===== config.mk =====
export PLATFORM = sky130hd
export DESIGN_NAME = byte_stuff_framer_crc8_top
export DESIGN_NICKNAME = d
export VERILOG_FILES = /design/src/rtl/bsf_pkg.sv /design/src/rtl/bsf_front.sv /design/src/rtl/bsf_cmd_fifo.sv /design/src/rtl/bsf_back.sv /design/src/rtl/byte_stuff_framer_crc8_top.sv
export SDC_FILE = /design/constraint.sdc
export NUM_CORES = 1
export LEC_CHECK = 0
export ABC_AREA = 1
export BUFFER_PORTS_ARGS = -buffer_cell sky130_fd_sc_hd__buf_2
export CAP_MARGIN = 15
export CORE_MARGIN = 2
export CORE_UTILIZATION = 45
export CTS_CLUSTER_SIZE = 24
export DETAILED_ROUTE_END_ITERATION = 16
export GPL_ROUTABILITY_DRIVEN = 1
export SLEW_MARGIN = 20
export SYNTH_ARGS = -nofsm -noshare
export SYNTH_HDL_FRONTEND = slang
export SYNTH_SLANG_ARGS = --single-unit

===== constraint.sdc =====
create_clock -name clk_i -period 4.1 [get_ports clk_i]
set_input_delay 0.205 -clock clk_i [delete_from_list [all_inputs] [get_ports clk_i]]
set_output_delay 0.205 -clock clk_i [all_outputs]
set_load 0.01 [all_outputs]

===== src/rtl/bsf_pkg.sv =====
// Shared types and constants for the byte-stuffing framer with CRC-8 trailer.
// No dependencies; every other file of the block imports this package.
`default_nettype none

package bsf_pkg;

  // Configuration register indexes
  localparam logic [7:0] RegFlag   = 8'd0;
  localparam logic [7:0] RegEscape = 8'd1;
  localparam logic [7:0] RegPoly   = 8'd2;
  localparam logic [7:0] RegStart  = 8'd3;

  // Reset values of the configuration registers
  localparam logic [7:0] FlagRst   = 8'h24;
  localparam logic [7:0] EscapeRst = 8'h2F;
  localparam logic [7:0] PolyRst   = 8'h07;
  localparam logic [7:0] StartRst  = 8'hFF;

  // Output byte kinds
  localparam logic [1:0] KindFlag = 2'd0;
  localparam logic [1:0] KindEsc  = 2'd1;
  localparam logic [1:0] KindData = 2'd2;
  localparam logic [1:0] KindCrc  = 2'd3;

  // Default depth of the command queue between front and back end
  localparam int unsigned CmdDepth = 4;

  typedef struct packed {
    logic [7:0] flag;
    logic [7:0] escape;
    logic [7:0] poly;
    logic [7:0] start;
  } cfg_t;

  // One classified payload byte
  typedef struct packed {
    logic [7:0] data;
    logic       open;  // frame opens before this byte
    logic       esc;   // byte needs an escape
    logic       last;  // frame closes after this byte
  } cmd_t;

endpackage

`default_nettype wire


===== src/rtl/bsf_front.sv =====
// Front end: accepts payload bytes and classifies them into commands.
// Depends on bsf_pkg.
`default_nettype none

module bsf_front
  import bsf_pkg::*;
(
  input  wire logic       clk_i,
  input  wire logic       rst_ni,
  input  wire logic       push_i,
  input  wire logic [7:0] data_byte_i,
  input  wire logic       last_byte_i,
  input  wire cfg_t       cfg_i,
  input  wire logic       cmd_full_i,
  output logic            cmd_valid_o,
  output cmd_t            cmd_o
);

  logic open_q, open_d;
  logic accept;

  assign accept      = push_i && !cmd_full_i;
  assign cmd_valid_o = push_i;

  always_comb begin
    cmd_o.data = data_byte_i;
    cmd_o.open = !open_q;
    cmd_o.esc  = (data_byte_i == cfg_i.flag) || (data_byte_i == cfg_i.escape);
    cmd_o.last = last_byte_i;
  end

  // tracks whether a frame is open as seen by accepted items
  always_comb begin
    open_d = open_q;
    if (accept) begin
      open_d = !last_byte_i;
    end
  end

  always_ff @(posedge clk_i or negedge rst_ni) begin
    if (!rst_ni) begin
      open_q <= 1'b0;
    end else begin
      open_q <= open_d;
    end
  end

endmodule

`default_nettype wire


===== src/rtl/bsf_cmd_fifo.sv =====
// Short command queue between front end and back end.
// Depends on bsf_pkg.
`default_nettype none

module bsf_cmd_fifo
  import bsf_pkg::*;
#(
  parameter int unsigned Depth = CmdDepth
) (
  input  wire logic clk_i,
  input  wire logic rst_ni,
  input  wire logic wr_valid_i,
  input  wire cmd_t wr_data_i,
  output logic      full_o,
  output cmd_t      rd_data_o,
  output logic      empty_o,
  input  wire logic rd_pop_i
);

  localparam int unsigned AW = (Depth > 1) ? $clog2(Depth) : 1;
  localparam int unsigned CW = $clog2(Depth + 1);

  cmd_t          mem_q [Depth];
  logic [AW-1:0] wr_ptr_q, wr_ptr_d;
  logic [AW-1:0] rd_ptr_q, rd_ptr_d;
  logic [CW-1:0] cnt_q, cnt_d;
  logic          we, re;

  assign full_o    = (cnt_q == CW'(Depth));
  assign empty_o   = (cnt_q == '0);
  assign we        = wr_valid_i && !full_o;
  assign re        = rd_pop_i && !empty_o;
  assign rd_data_o = mem_q[rd_ptr_q];

  always_comb begin
    wr_ptr_d = wr_ptr_q;
    rd_ptr_d = rd_ptr_q;
    cnt_d    = cnt_q;
    if (we) begin
      wr_ptr_d = (wr_ptr_q == AW'(Depth - 1)) ? '0 : wr_ptr_q + 1'b1;
    end
    if (re) begin
      rd_ptr_d = (rd_ptr_q == AW'(Depth - 1)) ? '0 : rd_ptr_q + 1'b1;
    end
    case ({we, re})
      2'b10:   cnt_d = cnt_q + 1'b1;
      2'b01:   cnt_d = cnt_q - 1'b1;
      default: cnt_d = cnt_q;
    endcase
  end

  always_ff @(posedge clk_i or negedge rst_ni) begin
    if (!rst_ni) begin
      wr_ptr_q <= '0;
      rd_ptr_q <= '0;
      cnt_q    <= '0;
    end else begin
      wr_ptr_q <= wr_ptr_d;
      rd_ptr_q <= rd_ptr_d;
      cnt_q    <= cnt_d;
    end
  end

  always_ff @(posedge clk_i) begin
    if (we) begin
      mem_q[wr_ptr_q] <= wr_data_i;
    end
  end

endmodule

`default_nettype wire


===== src/rtl/bsf_back.sv =====
// Back end: expands each command into line bytes, keeps the running CRC-8
// and holds the result register. Depends on bsf_pkg.
`default_nettype none

module bsf_back
  import bsf_pkg::*;
(
  input  wire logic       clk_i,
  input  wire logic       rst_ni,
  input  wire cfg_t       cfg_i,
  input  wire cmd_t       cmd_i,
  input  wire logic       cmd_empty_i,
  output logic            cmd_pop_o,
  output logic            empty,
  input  wire logic       pop,
  output logic [7:0]      out_byte_o,
  output logic [1:0]      out_kind_o,
  output logic            run_last_o
);

  typedef enum logic [4:0] {
    PhOpen  = 5'b00001,
    PhEsc   = 5'b00010,
    PhData  = 5'b00100,
    PhClose = 5'b01000,
    PhCrc   = 5'b10000
  } phase_e;

  function automatic logic [7:0] crc_fold(logic [7:0] crc, logic [7:0] b,
                                          logic [7:0] poly);
    logic [7:0] v;
    v = crc ^ b;
    for (int i = 0; i < 8; i++) begin
      v = v[7] ? ({v[6:0], 1'b0} ^ poly) : {v[6:0], 1'b0};
    end
    return v;
  endfunction

  phase_e     phase_q, phase_d;
  phase_e     cur, nxt;
  logic       mid_q, mid_d;
  logic       done;
  logic       advance;
  logic [7:0] crc_q, crc_d;
  logic [7:0] byte_c;
  logic [1:0] kind_c;
  logic       out_valid_q, out_valid_d;
  logic [7:0] out_byte_q;
  logic [1:0] out_kind_q;
  logic       out_last_q;

  assign advance    = !cmd_empty_i && (!out_valid_q || pop);
  assign cmd_pop_o  = advance && done;
  assign empty      = !out_valid_q;
  assign out_byte_o = out_byte_q;
  assign out_kind_o = out_kind_q;
  assign run_last_o = out_last_q;

  // phase of the byte to emit for the head command
  always_comb begin
    if (mid_q) begin
      cur = phase_q;
    end else if (cmd_i.open) begin
      cur = PhOpen;
    end else if (cmd_i.esc) begin
      cur = PhEsc;
    end else begin
      cur = PhData;
    end
  end

  always_comb begin
    nxt    = PhData;
    done   = 1'b0;
    byte_c = cmd_i.data;
    kind_c = KindData;
    case (cur)
      PhOpen: begin
        byte_c = cfg_i.flag;
        kind_c = KindFlag;
        nxt    = cmd_i.esc ? PhEsc : PhData;
      end
      PhEsc: begin
        byte_c = cfg_i.escape;
        kind_c = KindEsc;
        nxt    = PhData;
      end
      PhData: begin
        byte_c = cmd_i.data;
        kind_c = KindData;
        nxt    = PhClose;
        done   = !cmd_i.last;
      end
      PhClose: begin
        byte_c = cfg_i.flag;
        kind_c = KindFlag;
        nxt    = PhCrc;
      end
      PhCrc: begin
        byte_c = crc_q;
        kind_c = KindCrc;
        done   = 1'b1;
      end
      default: begin
        done = 1'b1;
      end
    endcase
  end

  always_comb begin
    phase_d     = phase_q;
    mid_d       = mid_q;
    crc_d       = crc_q;
    out_valid_d = out_valid_q && !pop;
    if (advance) begin
      out_valid_d = 1'b1;
      mid_d       = !done;
      phase_d     = nxt;
      case (cur)
        PhOpen:  crc_d = crc_fold(cfg_i.start, byte_c, cfg_i.poly);
        PhCrc:   crc_d = crc_q;  // trailer is not folded in
        default: crc_d = crc_fold(crc_q, byte_c, cfg_i.poly);
      endcase
    end
  end

  always_ff @(posedge clk_i or negedge rst_ni) begin
    if (!rst_ni) begin
      phase_q     <= PhOpen;
      mid_q       <= 1'b0;
      crc_q       <= StartRst;
      out_valid_q <= 1'b0;
    end else begin
      phase_q     <= phase_d;
      mid_q       <= mid_d;
      crc_q       <= crc_d;
      out_valid_q <= out_valid_d;
    end
  end

  always_ff @(posedge clk_i) begin
    if (advance) begin
      out_byte_q <= byte_c;
      out_kind_q <= kind_c;
      out_last_q <= done;
    end
  end

endmodule

`default_nettype wire


===== src/rtl/byte_stuff_framer_crc8_top.sv =====
// Byte-stuffing transmit framer with CRC-8 trailer. Payload bytes enter on
// the push side; each item yields one to five line bytes (opening flag,
// escape, data, closing flag, CRC trailer) that leave on the pop side one
// byte per cycle while pop is held. An item is taken every cycle while the
// command queue (CmdQueueDepth entries) has room; the sustained rate is set
// by the back end, which keeps an item until all its line bytes (one for a
// plain byte inside a frame, up to five) are out. Configuration writes
// always complete at once and are to be made only while idle.
// Depends on bsf_pkg, bsf_front, bsf_cmd_fifo and bsf_back.
`default_nettype none

module byte_stuff_framer_crc8_top
  import bsf_pkg::*;
#(
  parameter int unsigned CmdQueueDepth = CmdDepth
) (
  input  wire logic       clk_i,
  input  wire logic       rst_ni,
  input  wire logic       cfg_valid_i,
  output logic            cfg_ready_o,
  input  wire logic [7:0] cfg_index_i,
  input  wire logic [7:0] cfg_data_i,
  input  wire logic       push,
  output logic            full,
  input  wire logic [7:0] data_byte_i,
  input  wire logic       last_byte_i,
  output logic            empty,
  input  wire logic       pop,
  output logic [7:0]      out_byte_o,
  output logic [1:0]      out_kind_o,
  output logic            run_last_o
);

  cfg_t cfg_q, cfg_d;
  cmd_t cmd_wr, cmd_rd;
  logic cmd_wr_valid, cmd_empty, cmd_pop;

  assign cfg_ready_o = 1'b1;

  always_comb begin
    cfg_d = cfg_q;
    if (cfg_valid_i) begin
      case (cfg_index_i)
        RegFlag:   cfg_d.flag   = cfg_data_i;
        RegEscape: cfg_d.escape = cfg_data_i;
        RegPoly:   cfg_d.poly   = cfg_data_i;
        RegStart:  cfg_d.start  = cfg_data_i;
        default:   cfg_d = cfg_q;
      endcase
    end
  end

  always_ff @(posedge clk_i or negedge rst_ni) begin
    if (!rst_ni) begin
      cfg_q.flag   <= FlagRst;
      cfg_q.escape <= EscapeRst;
      cfg_q.poly   <= PolyRst;
      cfg_q.start  <= StartRst;
    end else begin
      cfg_q <= cfg_d;
    end
  end

  bsf_front u_front (
    .clk_i       (clk_i),
    .rst_ni      (rst_ni),
    .push_i      (push),
    .data_byte_i (data_byte_i),
    .last_byte_i (last_byte_i),
    .cfg_i       (cfg_q),
    .cmd_full_i  (full),
    .cmd_valid_o (cmd_wr_valid),
    .cmd_o       (cmd_wr)
  );

  bsf_cmd_fifo #(
    .Depth (CmdQueueDepth)
  ) u_cmd_fifo (
    .clk_i      (clk_i),
    .rst_ni     (rst_ni),
    .wr_valid_i (cmd_wr_valid),
    .wr_data_i  (cmd_wr),
    .full_o     (full),
    .rd_data_o  (cmd_rd),
    .empty_o    (cmd_empty),
    .rd_pop_i   (cmd_pop)
  );

  bsf_back u_back (
    .clk_i       (clk_i),
    .rst_ni      (rst_ni),
    .cfg_i       (cfg_q),
    .cmd_i       (cmd_rd),
    .cmd_empty_i (cmd_empty),
    .cmd_pop_o   (cmd_pop),
    .empty       (empty),
    .pop         (pop),
    .out_byte_o  (out_byte_o),
    .out_kind_o  (out_kind_o),
    .run_last_o  (run_last_o)
  );

endmodule

`default_nettype wire

# Word-level counts from Yosys, hierarchy flattened
# Memory sizes are Yosys's and may differ from the RTL's.
# Index checks and enable logic that the tools add are counted.
# word_totals
ff_bits,66
ramBits,44
input_bits,30
out_inout_bits,14
word_cells,109
mem_count,1
# op_classes
n_addsub,4
n_eq_ne,15
n_mux,30
bitwise_logic,19
n_reduce_logical,25
# mem_list
name,words,word_bits,rd,rd_clocked_by_memory_dff,wr,line_no,text
u_cmd_fifo.mem_q,4,11,1,0,1,bsf_cmd_fifo.sv:23,cmd_t mem_q [Depth];
# op_table
cell,count
$xor A8 B8 Y8,18
$mux W8,16
$pmux W8 S3,1
$eq A8 B2 Y1 const B,2
$eq A8 B8 Y1,2
$pmux W8 S2,1
$pmux W5 S3,1
$mux W5,2
$reduce_and A2 Y1,5
$eq A8 B1 Y1 const B,1
$logic_not A1 Y1,8
$logic_not A8 Y1,1
$eq A2 B2 Y1 const B,3
$pmux W2 S3,1
$pmux W3 S2,1
$eq A5 B1 Y1 const B,1
$eq A5 B2 Y1 const B,1
$eq A5 B3 Y1 const B,1
$eq A5 B4 Y1 const B,1
$eq A5 B5 Y1 const B,1
$logic_and A1 B1 Y1,5
$add A2 B1 Y2 const B,2
$mux W2,2
$add A3 B1 Y3 const B,1
other kinds (12),15

# Depth between registers and ports, before layout
# An unclocked memory read counts as a cell.
# logic_depth
word_depth,25
mapped_depth,47
mapped_depth_nobuf,43

# Cells and area by module
# From an unflattened synthesis, not the netlist that was laid out.
# unflattened
hier_cells,1253
area_unflattened_um2,8669.6
# modules_own_cells
mod,n_inst,cells_each,area_per_inst_um2,seq_area_each_um2
bsf_back,1,832,4635.7,716.9
bsf_cmd_fifo,1,189,2240.9,1496.4
byte_stuff_framer_crc8_top,1,157,1408.9,823.3
bsf_front,1,75,384.1,25.0

# Worst setup path before layout
# OpenSTA, ideal clock, no wires.
# synth_path
path_kind,reg2reg
start,reg u_cmd_fifo.rd_ptr_q[0]
end,reg u_back.crc_q[4]
setup_time_ns,0.077
t_arrival_ns,3.776
required_time_ns,4.023
setup_slack_ns,0.248
path_stages_with_launch,41
n_path_buf,4
synth_period_minus_slack_ns,3.852
path_cell_list,dfrtp_1 buf_4 nand2_1 nand3_2 nand2_2 nand3_2 nand2_2 nand2_2 nor2_4 buf_6 nand2_1 nand2_1 nor2_1 nand2_4 nand2_4 nand2_2 nand2_2 buf_6 (+5 left out) nand2_2 nor2_2 nand2_4 nand3_2 nand2_1 nand2_4 nand2_1 nand2_2 nand2_2 nor2_2 nand2_2 nand2_4 buf_6 nand3_1 nand3_1 nand2_1 nand2_1 nand2_1
# synth_via
elab_chain_len,24
word_cells_on_any_way,47
classes_between,4 x eq/ne; 21 x mux; 19 x bitwise; 2 x reduce/logical; 1 x memory
# synth_rtl
item,line_no,text
from (decl),bsf_cmd_fifo.sv:25,"logic [AW-1:0] rd_ptr_q, rd_ptr_d;"
from (signal assigned),bsf_cmd_fifo.sv:59,rd_ptr_q <= rd_ptr_d;
$mem_v2 Z4 W11 (*),--,
$mux W3,bsf_back.sv:65,end else if (cmd_i.esc) begin
$mux W5,bsf_back.sv:63,end else if (cmd_i.open) begin
$mux W5,bsf_back.sv:61,if (mid_q) begin
$eq A5 B4 Y1 / $eq A5 B1 Y1 (equally long branches),"bsf_back.sv:77, bsf_back.sv:119",
$reduce_or A2 Y1 (no source line),--,
$pmux W8 S3,bsf_back.sv:77,case (cur)
$xor A8 B8 Y8,bsf_back.sv:32,v = crc ^ b;
(+8 left out),--,
$mux W8 / $xor A8 B8 Y8 (equally long branches),bsf_back.sv:34,"v = v[7] ? ({v[6:0], 1'b0} ^ poly) : {v[6:0], 1'b0};"
$xor A8 B8 Y8 / $mux W8 (equally long branches),bsf_back.sv:34,
$mux W8 / $xor A8 B8 Y8 (equally long branches),bsf_back.sv:34,
$xor A8 B8 Y8 / $mux W8 (equally long branches),bsf_back.sv:34,
$mux W8 / $xor A8 B8 Y8 (equally long branches),bsf_back.sv:34,
$xor A8 B8 Y8 / $mux W8 (equally long branches),bsf_back.sv:34,
$mux W8,bsf_back.sv:34,
$pmux W8 S2,bsf_back.sv:119,case (cur)
to (signal assigned),bsf_back.sv:131,crc_q <= StartRst;
to (signal assigned),bsf_back.sv:136,crc_q <= crc_d;
to (decl),bsf_back.sv:44,"logic [7:0] crc_q, crc_d;"
# Every way passes the cells marked *; elsewhere a longest branch is shown, timed or not.
# A chain may end at the register's enable or synchronous reset.

# Worst setup path in the final report
# layout_path
start,reg u_cmd_fifo.rd_ptr_q[0]
end,reg u_back.crc_q[7]
# layout_via
elab_chain_len,24
word_cells_on_any_way,47
classes_between,4 x eq/ne; 21 x mux; 19 x bitwise; 2 x reduce/logical; 1 x memory
# layout_rtl
item,line_no
$mem_v2 Z4 W11 (*),--
$mux W3,bsf_back.sv:65
$mux W5,bsf_back.sv:63
$mux W5,bsf_back.sv:61
$eq A5 B4 Y1 / $eq A5 B1 Y1 (equally long branches),"bsf_back.sv:77, bsf_back.sv:119"
$reduce_or A2 Y1 (no source line),--
$pmux W8 S3,bsf_back.sv:77
$xor A8 B8 Y8,bsf_back.sv:32
(+8 left out),--
$mux W8 / $xor A8 B8 Y8 (equally long branches),bsf_back.sv:34
$xor A8 B8 Y8 / $mux W8 (equally long branches),bsf_back.sv:34
$mux W8 / $xor A8 B8 Y8 (equally long branches),bsf_back.sv:34
$xor A8 B8 Y8 / $mux W8 (equally long branches),bsf_back.sv:34
$mux W8 / $xor A8 B8 Y8 (equally long branches),bsf_back.sv:34
$xor A8 B8 Y8 / $mux W8 (equally long branches),bsf_back.sv:34
$mux W8,bsf_back.sv:34
$pmux W8 S2,bsf_back.sv:119
# Marked as above.

==> flow_metrics.env <==
export IMPL_synth_main_ff_cell="sky130_fd_sc_hd__edfxtp_1"
export IMPL_drive_above_1_share=0.324
export IMPL_post_detailed_route_count_of_antenna_violating_nets=0
export IMPL_route_detailed_wl_per_inst_um=15.4
export IMPL_final_core_utilization=0.586
export IMPL_number_of_antenna_violations_at_the_first_check_in_global_routing=0
export IMPL_start_util=0.456
export IMPL_fmax_mhz=231
export IMPL_fin_nets=1304
export IMPL_place_congestion=0.877
export IMPL_wire_length_of_the_first_global_routing_pass_um=36800
export IMPL_max_clock_path_buffers=2
export IMPL_mappedNetlistArea_um2=8130
export IMPL_total_count_of_hold_check_failures_in_the_final_report=0
export IMPL_cts_sinks=110
export IMPL_fin_crit_sh=1.05
export IMPL_worstHoldPathType="input port to flop"
export IMPL_synth_top_area_frac=0.203
export IMPL_grt_start_max_net_pins=33
export IMPL_finalClockSkew_ns=0.0105
export IMPL_die_area_um2=19200
export IMPL_drt_vias_per_instance=5.16
export IMPL_grt_pass1_vias=7270
export IMPL_fp_coreArea_um2=17800
export IMPL_root_buffer="sky130_fd_sc_hd__clkbuf_16"
export IMPL_critical_path_slowest_cell="sky130_fd_sc_hd__dfrtp_2"
export IMPL_synthesis_stage_register_bit_count=110
export IMPL_synth_largest_area_cell="sky130_fd_sc_hd__edfxtp_1"
export IMPL_post_synth_num_cell_types=51
export IMPL_clk_pin_slew_ns=0.07
export IMPL_synth_area_per_cell_um2=7.23
export IMPL_ys_seq_area_frac=0.377
export IMPL_fin_crit_ns=4.33
export IMPL_failed_checks="negative setup slack"
export IMPL_post_synth_inst_count=1124
export IMPL_finalSetupViolations=8
export IMPL_synth_edff_count=55
export IMPL_asyncSetResetFlopFracSynth=0.500
export IMPL_worst_setup_path_start_kind="flop"
export IMPL_slew_limit_fails=0
export IMPL_route_detailed_drc=0
export IMPL_wirelength_um=23100
export IMPL_iteration_count_of_the_initial_detailed_routing_pass=6
export IMPL_cap_viol_max_count=0
export IMPL_synth_fp_nets=1161
export IMPL_regToRegSetupSlack_ns=-0.23
export IMPL_std_cell_rows=49
export IMPL_clock_insertion_delay_worst_skew_ns=0.36
export IMPL_critPathMostFrequentCell="sky130_fd_sc_hd__nand2_4"
export IMPL_die_height_um=138
export IMPL_detailroute_via_count=7740
export IMPL_postLayoutCellArea_um2=10500
export IMPL_total_cts_buffers=9
export IMPL_slew_headroom=0.337
export IMPL_floorplan_die_width_um=138
export IMPL_count_of_pins_on_the_block_boundary=44
export IMPL_cp_data_arrival_time_ns=4.62
export IMPL_total_placed_instance_area_um2=9160
export IMPL_maximum_fanout_encountered_on_the_critical_timing_path=8
export IMPL_synth_warnings=0
export IMPL_req_time_crit_path_ns=4.39
export IMPL_synth_area_top_cells="sky130_fd_sc_hd__edfxtp_1 (20%), sky130_fd_sc_hd__nand2_1 (17%), sky130_fd_sc_hd__nand3_1 (8.9%), sky130_fd_sc_hd__dfstp_2 (8.7%), sky130_fd_sc_hd__dfrtp_1 (8.6%)"
export IMPL_detailed_place_hpwl_um=16600
export IMPL_grt_remaining_overflow=0
export IMPL_worst_setup_path_type="flop to flop"
export IMPL_globalRouteTotalUtil=0.237
export IMPL_cts_htree_levels=3
export IMPL_post_layout_worst_setup_margin_ns=-0.225
export IMPL_syn_to_final_growth_pct=28.5
export IMPL_tritoncts="built"
export IMPL_antenna_cells_inserted=0
export IMPL_max_stage_delay_ns=0.46
export IMPL_hold_slack_ns=0.0402
export IMPL_drtIter0Drc=555
export IMPL_setup_worst_path_end_class="flop"
export IMPL_rsz0062_at_grt="yes"
export IMPL_outcome="finished with violations"
export IMPL_timing_worst_slew_pin_value_ns=0.991
export IMPL_port_buffer_count=42
==> final timing paths <==
check | from | endpoint | depth (start not counted)
worst max-delay path | u_cmd_fifo.rd_ptr_q[0] | u_back.crc_q[7] | 38
worst min-delay path | pop | u_back.out_valid_q | 2
worst max register to register | u_cmd_fifo.rd_ptr_q[0] | u_back.crc_q[7] | 38
worst min register to register | u_back.phase_q[0] | u_back.phase_q[0] | 2
max in group asynchronous | rst_ni | u_back.phase_q[0] | 3
min in group asynchronous | rst_ni | cfg_q[27] | 2
==> cell usage after synthesis (10+ instances only) <==
master / n
sky130_fd_sc_hd__o21ai_0: 65
sky130_fd_sc_hd__o22ai_1: 10
sky130_fd_sc_hd__edfxtp_1: 55
sky130_fd_sc_hd__nand2_4: 11
sky130_fd_sc_hd__inv_1: 114
sky130_fd_sc_hd__nand4_1: 18
sky130_fd_sc_hd__xnor2_1: 32
sky130_fd_sc_hd__nand2_2: 32
sky130_fd_sc_hd__buf_2: 10
sky130_fd_sc_hd__nor2_1: 69
sky130_fd_sc_hd__clkbuf_1: 16
sky130_fd_sc_hd__buf_4: 12
sky130_fd_sc_hd__dfrtp_1: 28
sky130_fd_sc_hd__dfstp_2: 27
sky130_fd_sc_hd__nand2_1: 366
sky130_fd_sc_hd__xor2_1: 27
sky130_fd_sc_hd__nand3_1: 145
sky130_fd_sc_hd__nand3_2: 15
==> stage by stage <==
| stage | cells | setup slack, ns | TNS, ns |
|---|---|---|---|
| global placement | 1454 | -0.142 | -0.891 |
| CTS | 1490 | -0.0663 | -0.355 |
| floorplan | 1124 | 0.248 | 0 |
| global route | 1501 | -0.558 | -4.20 |
| finish | 1501 | -0.225 | -1.58 |
| detailed placement | 1454 | -0.227 | -1.60 |
==> layout make-up <==
class | instances | area (µm²)
fillers | 1594 | 7390
multi-input cells | 842 | 4980
flip-flops and latches | 110 | 3060
repair buffers | 177 | 1330
inverters | 127 | 484
well taps | 229 | 287
clock buffers | 10 | 229
clock inverters | 6 | 78.8
==> flip-flops by register name, summed over array words and instances, names as in the netlist <==
| register | count |
|---|---|
| u_cmd_fifo.rd_ptr_q | 2 |
| u_back.phase_q | 5 |
| u_back.out_valid_q | 1 |
| u_front.open_q | 1 |
| u_cmd_fifo.mem_q | 44 |
| u_back.out_kind_o | 2 |
| u_cmd_fifo.cnt_q | 3 |
| u_back.out_byte_o | 8 |
| u_back.run_last_o | 1 |
| u_back.mid_q | 1 |
| u_cmd_fifo.wr_ptr_q | 2 |
| u_back.crc_q | 8 |
| cfg_q | 32 |
==> worst max-delay path, delay by kind of cell (launching register included) <==
kind	cells	cell delay [ns]
compound gates	1	0.14
simple gates	31	2.86
buf+inv	5	0.64
flops	1	0.46
xor+xnor	1	0.15
==> logic make-up after synthesis <==
| family | after synthesis | share of synthesized area |
|---|---|---|
| AOI/OAI and AO/OA | 96 | 0.0648 |
| xor gates and xnor gates | 60 | 0.0656 |
| adders and majority gates | 7 | 0.0117 |
| buffers and inverters | 174 | 0.0954 |
| DFF | 110 | 0.377 |
| other | 1 | 0.000461 |
| and+or+nand+nor | 676 | 0.386 |
==> placed cells by master, fill, tap and decap left out, types with 21 or more instances in the layout <==
cell,n
sky130_fd_sc_hd__buf_2,42
sky130_fd_sc_hd__buf_4,112
sky130_fd_sc_hd__dfrtp_1,27
sky130_fd_sc_hd__dfstp_2,27
sky130_fd_sc_hd__edfxtp_1,55
sky130_fd_sc_hd__inv_1,111
sky130_fd_sc_hd__nand2_1,305
sky130_fd_sc_hd__nand2_2,67
sky130_fd_sc_hd__nand2_4,33
sky130_fd_sc_hd__nand3_1,126
sky130_fd_sc_hd__nand3_2,21
sky130_fd_sc_hd__nor2_1,57
sky130_fd_sc_hd__o21ai_0,63
sky130_fd_sc_hd__xnor2_1,30
sky130_fd_sc_hd__xor2_1,22
==> layer usage <==
layer / vias up / share of wire / track usage
li1: 3909 / - / -
met1: 3609 / 0.48 / 0.348
met2: 198 / 0.46 / 0.374
met3: 24 / 0.052 / 0.0360
met4: 0 / 0.012 / 0.0505
met5: - / 0 / 0
==> repair_timing <==
item / 4_1_cts / 5_1_grt
hold endpoints to repair: 11 / 0
gates resized for setup: 78 / 107
setup endpoints to repair: 8 / 8
buffers inserted: 17 / 11
cloned: 2 / 0
pin swaps: 63 / 74
hold buffers: 1 / 0
Power is left out: the tool's default activity adds up to more than one toggle a clock period on the data nets, which glitch-free logic cannot reach.
